[src/rtl/core/pse_pkg.sv]
// shared types, constants and helpers of the printable string extractor
`default_nettype none

package pse_pkg;

   localparam int DATA_W         = 8;
   localparam int LEN_W          = 5;
   localparam int MAX_MIN_LENGTH = 16;
   localparam int HOLD_DEPTH     = MAX_MIN_LENGTH - 1;
   localparam int IDX_W          = 4;

   localparam logic [DATA_W-1:0] PRINT_LOW    = 8'h20;
   localparam logic [DATA_W-1:0] PRINT_HIGH   = 8'h7E;
   localparam logic [DATA_W-1:0] ZERO_CODE    = 8'h00;
   localparam logic [DATA_W-1:0] NEWLINE_CODE = 8'h0A;
   localparam logic [LEN_W-1:0]  MIN_RESET    = 5'd8;

   typedef logic [1:0] sel_type;
   localparam sel_type SEL_HOLD = 2'd0;
   localparam sel_type SEL_CHAR = 2'd1;
   localparam sel_type SEL_NL   = 2'd2;

   typedef struct packed {
      logic    item_accept;
      logic    load_en;
      sel_type load_sel;
      logic    idx_inc;
   } pse_cmd_type;

   typedef struct packed {
      logic next_flush;
      logic next_char;
      logic next_nl;
      logic nl_pend;
      logic idx_last;
   } pse_status_type;

   function automatic logic [LEN_W-1:0] eff_min(input logic [LEN_W-1:0] raw);
      logic [LEN_W-1:0] m;
      m = raw;
      if (m == '0) begin
         m = LEN_W'(1);
      end else if (m > LEN_W'(MAX_MIN_LENGTH)) begin
         m = LEN_W'(MAX_MIN_LENGTH);
      end
      return m;
   endfunction

   function automatic logic is_printable(input logic [DATA_W-1:0] b);
      return (b >= PRINT_LOW) && (b <= PRINT_HIGH);
   endfunction

endpackage

`default_nettype wire

[src/rtl/core/printable_string_extractor_top.sv]
// top level of the printable string extractor
//
// Input stream req_*: one raw byte per item in req_tdata, req_tlast on the
// final byte of the scanned stream. Output stream rsp_*: one character per
// item in rsp_tdata (printable text or a newline closing a kept run),
// rsp_tlast on the last result caused by an input byte.
// csr_we/csr_wdata set min_length (reset value 8); a write drops the open
// run. Write it only while no results are outstanding.
// A byte is taken while the sequencer is idle; the result sequencer then
// loads each result it causes into the output register. A byte that only
// extends a short run causes no result, and the byte that completes a run
// of min_length releases up to 15 held characters from the hold buffer, one
// per cycle while rsp_tready allows. The output register lets the next byte
// be taken while the last result still waits.
// Reset (synchronous) clears the run, the pending zero byte and the output
// valid flag. When rsp_tready is low the current result holds and the
// sequencer waits; no result is dropped.
`default_nettype none

module printable_string_extractor_top
   import pse_pkg::*;
(
   input  wire logic              clock,
   input  wire logic              reset,
   input  wire logic              req_tvalid,
   output logic                   req_tready,
   input  wire logic [7:0]        req_tdata,   // [7:0] data_byte
   input  wire logic              req_tlast,   // stream_end
   output logic                   rsp_tvalid,
   input  wire logic              rsp_tready,
   output logic [7:0]             rsp_tdata,   // [7:0] out_char
   output logic                   rsp_tlast,   // item_done
   input  wire logic              csr_we,
   input  wire logic [LEN_W-1:0]  csr_wdata    // min_length
);

   pse_cmd_type    cmd;
   pse_status_type status;

   pse_control u_control (
      .clock      (clock),
      .reset      (reset),
      .req_tvalid (req_tvalid),
      .req_tready (req_tready),
      .rsp_tvalid (rsp_tvalid),
      .rsp_tready (rsp_tready),
      .rsp_tlast  (rsp_tlast),
      .status     (status),
      .cmd        (cmd)
   );

   pse_datapath u_datapath (
      .clock      (clock),
      .reset      (reset),
      .data_byte  (req_tdata),
      .stream_end (req_tlast),
      .csr_we     (csr_we),
      .csr_wdata  (csr_wdata),
      .cmd        (cmd),
      .status     (status),
      .out_char   (rsp_tdata)
   );

endmodule

`default_nettype wire

[src/rtl/core/pse_datapath.sv]
// run tracking, hold buffer and result payload register
`default_nettype none

module pse_datapath
   import pse_pkg::*;
(
   input  wire logic                clock,
   input  wire logic                reset,
   input  wire logic [DATA_W-1:0]   data_byte,
   input  wire logic                stream_end,
   input  wire logic                csr_we,
   input  wire logic [LEN_W-1:0]    csr_wdata,
   input  wire pse_cmd_type         cmd,
   output pse_status_type           status,
   output logic [DATA_W-1:0]        out_char
);

   logic [DATA_W-1:0] hold_ff [HOLD_DEPTH];
   logic [LEN_W-1:0]  min_ff, min_in;
   logic [LEN_W-1:0]  run_ff, run_in;
   logic              pend_ff, pend_in;
   logic [DATA_W-1:0] char_ff;
   logic              nl_ff;
   logic [IDX_W-1:0]  cnt_ff;
   logic [IDX_W-1:0]  idx_ff, idx_in;
   logic [DATA_W-1:0] rsp_ff, rsp_in;

   logic [LEN_W-1:0]  m;
   logic              prt, zero, finish;
   logic              pass, store, flush;
   logic [LEN_W-1:0]  run_add;

   always_comb begin
      m     = eff_min(min_ff);
      prt   = is_printable(data_byte);
      zero  = (data_byte == ZERO_CODE);
      pass  = prt && (run_ff >= m);
      store = prt && !pass && ((run_ff + LEN_W'(1)) < m);
      flush = prt && !pass && !store;
      priority if (store) begin
         run_add = run_ff + LEN_W'(1);
      end else if (flush) begin
         run_add = m;
      end else begin
         run_add = run_ff;
      end
      // a pending zero ends the run on any non-printable byte
      finish = (!prt && (pend_ff || !zero)) || stream_end;
   end

   always_comb begin
      status.next_flush = flush && (run_ff != '0);
      // a byte that is only held emits no character
      status.next_char  = pass || flush;
      status.next_nl    = finish && (run_add >= m);
      status.nl_pend    = nl_ff;
      status.idx_last   = ((idx_ff + IDX_W'(1)) == cnt_ff);
   end

   always_comb begin
      min_in = min_ff;
      run_in = run_ff;
      pend_in = pend_ff;
      if (csr_we) begin
         min_in  = csr_wdata;
         run_in  = '0;
         pend_in = 1'b0;
      end else if (cmd.item_accept) begin
         run_in  = finish ? '0 : run_add;
         pend_in = zero && !stream_end;
      end
   end

   always_comb begin
      idx_in = idx_ff;
      if (cmd.item_accept) begin
         idx_in = '0;
      end else if (cmd.idx_inc) begin
         idx_in = idx_ff + IDX_W'(1);
      end
   end

   always_comb begin
      rsp_in = rsp_ff;
      if (cmd.load_en) begin
         unique case (cmd.load_sel)
            SEL_HOLD: rsp_in = hold_ff[idx_ff];
            SEL_CHAR: rsp_in = char_ff;
            SEL_NL:   rsp_in = NEWLINE_CODE;
            default:  rsp_in = rsp_ff;
         endcase
      end
   end

   always_ff @(posedge clock) begin
      if (reset) begin
         min_ff  <= MIN_RESET;
         run_ff  <= '0;
         pend_ff <= 1'b0;
      end else begin
         min_ff  <= min_in;
         run_ff  <= run_in;
         pend_ff <= pend_in;
      end
   end

   always_ff @(posedge clock) begin
      if (cmd.item_accept) begin
         char_ff <= data_byte;
         nl_ff   <= status.next_nl;
         cnt_ff  <= run_ff[IDX_W-1:0];
         if (store) begin
            hold_ff[run_ff[IDX_W-1:0]] <= data_byte;
         end
      end
      idx_ff <= idx_in;
      rsp_ff <= rsp_in;
   end

   assign out_char = rsp_ff;

endmodule

`default_nettype wire

[src/rtl/core/pse_control.sv]
// sequencer for the results of one item and the result handshake
`default_nettype none

module pse_control
   import pse_pkg::*;
(
   input  wire logic       clock,
   input  wire logic       reset,
   input  wire logic       req_tvalid,
   output logic            req_tready,
   output logic            rsp_tvalid,
   input  wire logic       rsp_tready,
   output logic            rsp_tlast,
   input  wire pse_status_type status,
   output pse_cmd_type     cmd
);

   localparam logic [1:0] ST_IDLE  = 2'd0;
   localparam logic [1:0] ST_FLUSH = 2'd1;
   localparam logic [1:0] ST_CHAR  = 2'd2;
   localparam logic [1:0] ST_NL    = 2'd3;

   logic [1:0] state_ff, state_in;
   logic       valid_ff, valid_in;
   logic       last_ff, last_in;
   logic       slot_free;
   logic       load_last;

   assign slot_free  = !valid_ff || rsp_tready;
   assign req_tready = (state_ff == ST_IDLE);

   always_comb begin
      state_in        = state_ff;
      cmd.item_accept = 1'b0;
      cmd.load_en     = 1'b0;
      cmd.load_sel    = SEL_CHAR;
      cmd.idx_inc     = 1'b0;
      load_last       = 1'b0;
      unique case (state_ff)
         ST_IDLE: begin
            if (req_tvalid) begin
               cmd.item_accept = 1'b1;
               priority if (status.next_flush) begin
                  state_in = ST_FLUSH;
               end else if (status.next_char) begin
                  state_in = ST_CHAR;
               end else if (status.next_nl) begin
                  state_in = ST_NL;
               end else begin
                  state_in = ST_IDLE;
               end
            end
         end
         ST_FLUSH: begin
            if (slot_free) begin
               cmd.load_en  = 1'b1;
               cmd.load_sel = SEL_HOLD;
               cmd.idx_inc  = 1'b1;
               if (status.idx_last) begin
                  state_in = ST_CHAR;
               end
            end
         end
         ST_CHAR: begin
            if (slot_free) begin
               cmd.load_en  = 1'b1;
               cmd.load_sel = SEL_CHAR;
               load_last    = !status.nl_pend;
               state_in     = status.nl_pend ? ST_NL : ST_IDLE;
            end
         end
         ST_NL: begin
            if (slot_free) begin
               cmd.load_en  = 1'b1;
               cmd.load_sel = SEL_NL;
               load_last    = 1'b1;
               state_in     = ST_IDLE;
            end
         end
         default: state_in = ST_IDLE;
      endcase
   end

   always_comb begin
      valid_in = valid_ff && !rsp_tready;
      last_in  = last_ff;
      if (cmd.load_en) begin
         valid_in = 1'b1;
         last_in  = load_last;
      end
   end

   always_ff @(posedge clock) begin
      if (reset) begin
         state_ff <= ST_IDLE;
         valid_ff <= 1'b0;
      end else begin
         state_ff <= state_in;
         valid_ff <= valid_in;
      end
      last_ff <= last_in;
   end

   assign rsp_tvalid = valid_ff;
   assign rsp_tlast  = last_ff;

endmodule

`default_nettype wire
[config.mk]
export PLATFORM = sky130hd
export DESIGN_NAME = printable_string_extractor_top
export DESIGN_NICKNAME = d
export VERILOG_FILES = /design/src/rtl/core/pse_pkg.sv /design/src/rtl/core/printable_string_extractor_top.sv /design/src/rtl/core/pse_datapath.sv /design/src/rtl/core/pse_control.sv
export SDC_FILE = /design/constraint.sdc
export NUM_CORES = 1
export LEC_CHECK = 0
export BUFFER_PORTS_ARGS = -buffer_cell sky130_fd_sc_hd__buf_2
export CORE_ASPECT_RATIO = 1.75
export CORE_MARGIN = 8
export CORE_UTILIZATION = 55
export CTS_BUF_LIST = sky130_fd_sc_hd__clkbuf_2
export DETAILED_ROUTE_END_ITERATION = 10
export GPL_TIMING_DRIVEN = 0
export PLACE_DENSITY = 0.86
export SLEW_MARGIN = 20
export SYNTH_ARGS = -nofsm -noshare
export SYNTH_HDL_FRONTEND = slang
export SYNTH_SLANG_ARGS = --single-unit
[constraint.sdc]
create_clock -name clock -period 3.55 [get_ports clock]
set_input_delay 0.355 -clock clock [delete_from_list [all_inputs] [get_ports clock]]
set_output_delay 0.355 -clock clock [all_outputs]
set_load 0.01 [all_outputs]
==> impl_metrics.py <==
metrics = {
    "outcome": {
        "status": "finished with violations",
        "failed_checks": "negative setup slack",
    },
    "sta": {
        "hold_violations": 0,
        "finClkSkew_ps": 49.90,
        "worst_slew_pin_slew_ps": 1142,
        "fin_crit_sh_pct": 102.1,
        "relSlewSlack_pct": 23.27,
        "fin_crit_ps": 3624,
        "setup-violations-final": 2,
        "timing.fmax_mhz": 275.9,
        "rsz0062_at_grt": "true",
        "setup_ws_ps": -74.47,
        "finalMaxSlewViolations": 0,
    },
    "placed_design": {
        "pre_cts_ws_ps": -763.2,
        "io_buffers": 27,
        "gp_congestion": 0.8959,
        "dp_hpwl_mm": 10.35,
        "dpl.cell_count": 635,
    },
    "critical_path": {
        "worstSetupEndpointType": "flop",
        "critPathMaxFanout": 4,
        "start_kind": "flop",
        "worst_ep_arrival_time_ps": 4240,
        "r2r_cells": 15,
        "required_ps": 4160,
        "worstSetupPathType": "reg2reg",
    },
    "route": {
        "drt_iter0_drc": 400,
        "firstDrtPassIters": 5,
        "routed-via-count": 4178,
        "routed_via_density": 5.943,
        "ant_nets": 0,
        "drc_errors": 0,
        "drt-total-wl_mm": 15.77,
        "avgRoutedWirePerCell_um": 22.43,
    },
    "power": {
        "sw_frac_of_total_pct": 27.37,
        "internal_power_uw": 2897,
        "clock_power_share_pct": 24.5,
        "p_sw_uw": 1092,
        "ir_worst_vdd_mv": 0.2954,
        "pwr-share-seq_pct": 55.7,
        "leakagePower_uw": 0.002811,
        "p_comb_share_pct": 19.8,
        "power_density_nw_per_um2": 486.1,
    },
    "cells_and_area": {
        "drive_gt1_share_pct": 28.09,
        "stdcell_count": 703,
        "register_area_um2": 4723,
        "layout.nets": 563,
        "fillers": 799,
        "area_growth_pct": 16.48,
        "multi_input_area_um2": 2400,
    },
    "synth": {
        "yosysSeqAreaShare_pct": 66.79,
        "ys_warn_count": 0,
        "syn_nets": 482,
        "ys_seq_elements": 164,
        "synthCells": 440,
        "async_reset_ff_share_pct": 0,
        "syn_area_um2": 7044,
        "synth-edff-count": 142,
        "synth_area_per_cell_um2": 16.01,
        "ys.flop_type": "edfxtp_1",
        "ys_types": 46,
    },
    "die": {
        "initial_core_util_pct": 56.36,
        "core.rowCount": 54,
        "die_w_um": 101.6,
        "design.core.area_um2": 12500,
        "io_pins": 30,
        "dieArea_um2": 16830,
        "die_y_um": 165.7,
    },
    "global_routing": {
        "grtUsageTotal_pct": 18.44,
        "antenna_found_initial": 1,
        "grt_max_degree": 21,
        "overflow": 0,
        "grt_pass1_vias": 4202,
        "grt_pass1_wl_mm": 22.74,
    },
    "clock_network": {
        "clk_pin_slew_ps": 250,
        "root_buffer": "clkbuf_2",
        "cts_sinks": 164,
        "cts_max_level": 4,
        "clockBufferDepth": 2,
        "cts_tree": "yes",
        "numCtsBuffers": 17,
        "clk-insertion-delay-late_ps": 700,
    },
    "worst_hold_path": {
        "hp-class": "in2reg",
        "hold_depth": 4,
    },
    "flow_run": {
        "maxCapViolations": 0,
    },
}
## kinds of logic (layout without fill, tap and decap cells)
logic type	after synthesis	count (layout)	synth area share (%)
DFF	164	164	66.79
AOI/OAI and AO/OA	55	55	4.991
muxes	51	51	13.68
xor gates and xnor gates	12	12	1.492
adders and majority gates	23	23	4.085
buffers and inverters	35	129	2.504
and+or+nand+nor	100	100	6.465
other	0	1	0
## layout by cell type (no fill, tap or decap), types with 15 or more instances in the layout
master / count
ha_1: 18
mux4_2: 20
clkbuf_2: 18
buf_2: 27
dlygate4sd3_1: 17
dfxtp_1: 15
buf_4: 19
nor2_1: 33
edfxtp_1: 142
nand2_1: 28
## Yosys cell counts, types with 2 or more instances
library cell	instances	area, um2
dfxtp_1	22	440.4
mux2i_1	13	130.1
nor2_1	35	131.4
clkbuf_1	11	41.29
inv_1	16	60.06
nand4_1	2	12.51
nand2_1	29	108.9
a22oi_1	4	30.03
nor3_1	9	45.04
nand2b_1	4	25.02
edfxtp_1	142	4264
a22o_1	5	43.79
mux4_2	20	450.4
xor2_1	4	35.03
nand3_1	7	35.03
o21a_1	2	15.01
mux2_2	6	67.56
o21ai_0	16	80.08
o221ai_1	3	26.28
nor2b_1	7	43.79
a31oi_1	2	12.51
buf_1	2	7.510
buf_12	2	40.04
mux4_1	12	315.3
o21ai_1	3	15.01
a21oi_1	13	65.06
ha_1	23	287.8
xnor2_1	8	70.07
## path summary, 6_finish.rpt
| check | start | to | slack (ps) |
|---|---|---|---|
| worst max-delay path | u_datapath.run_ff[0] | u_control.state_ff[1] | -70 |
| worst min-delay path | req_tvalid | u_control.state_ff[1] | 80 |
| worst max register to register | u_datapath.run_ff[0] | u_control.state_ff[1] | -70 |
| worst min register to register | u_datapath.pend_ff | u_datapath.pend_ff | 540 |
## layout make-up
class / instances / area share, %
Sequential cell: 164 / 57.56
Multi-Input combinational cell: 241 / 29.25
Timing Repair Buffer: 62 / 5.413
Tap cell: 168 / 2.562
Clock inverter: 14 / 1.906
Buffer: 18 / 1.403
Clock buffer: 18 / 1.098
Inverter: 17 / 0.7777
Antenna cell: 1 / 0.03050
## registers in the layout, indices dropped and copies added, names as in the netlist, 2 cells and up, named ones only
name,flops
u_datapath.cnt_ff,4
u_datapath.min_ff,5
u_datapath.out_char,8
u_datapath.hold_ff,120
u_datapath.char_ff,8
u_datapath.idx_ff,4
u_control.state_ff,2
u_datapath.run_ff,5
## through the flow
step           setup TNS [ps]  total power (uW)  hold WS, ps  instance area (um2)  util (%)
2_1_floorplan               0              2760        453.9                 7044         -
3_3_place_gp           -40390              2949        467.3                 7390     59.12
3_5_place_dp           -34330              2978        483.8                 7410     59.28
4_1_cts                     0              3946        6.499                 7889     63.11
5_1_grt                -582.6              4149        10.48                 8205     65.65
6_report               -87.93              3989        75.01                 8205     65.65
## power groups by stage
stage                     Sequential, uW  Clock, uW  Combinational, uW
after global routing                2230       1080                840
after detailed placement            2270          0                713
after global placement              2260          0                688
after CTS                           2220        985                740
after floorplan                     2280          0                484
final                               2220        976                790
## critical path, stage by stage (launching register included)
cell and delay, ps:
dfxtp_4 430, ha_4 190, xor2_2 160, ha_1 330
a21oi_2 200, a21oi_2 100, a211oi_4 360, buf_4 190
mux2_4 310, mux2_4 280, ha_4 270, inv_2 50
a31oi_4 150, o21a_1 170, o221ai_1 110, a211oi_1 230
## timing repair
action | in CTS | in global routing
hold endpoints to repair | 14 | 15
gates resized for setup | 16 | 40
setup endpoints to repair | 123 | 86
hold buffers | 12 | 5
pin swaps | 7 | 24
setup buffers | 8 | 11
## per-layer routing
metal  track usage [%]  share of wire [%]  wire length [um]  vias to the layer above
met5                 0                  0                 0                        -
met4             9.850                4.8               764                        0
met3             3.904                4.7               742                       59
met2             34.22                 58              9097                      192
met1             17.98                 33              5164                     2060
li1                  -                  -                 -                     1867
No activity file was read; power rests on OpenSTA's default activity.
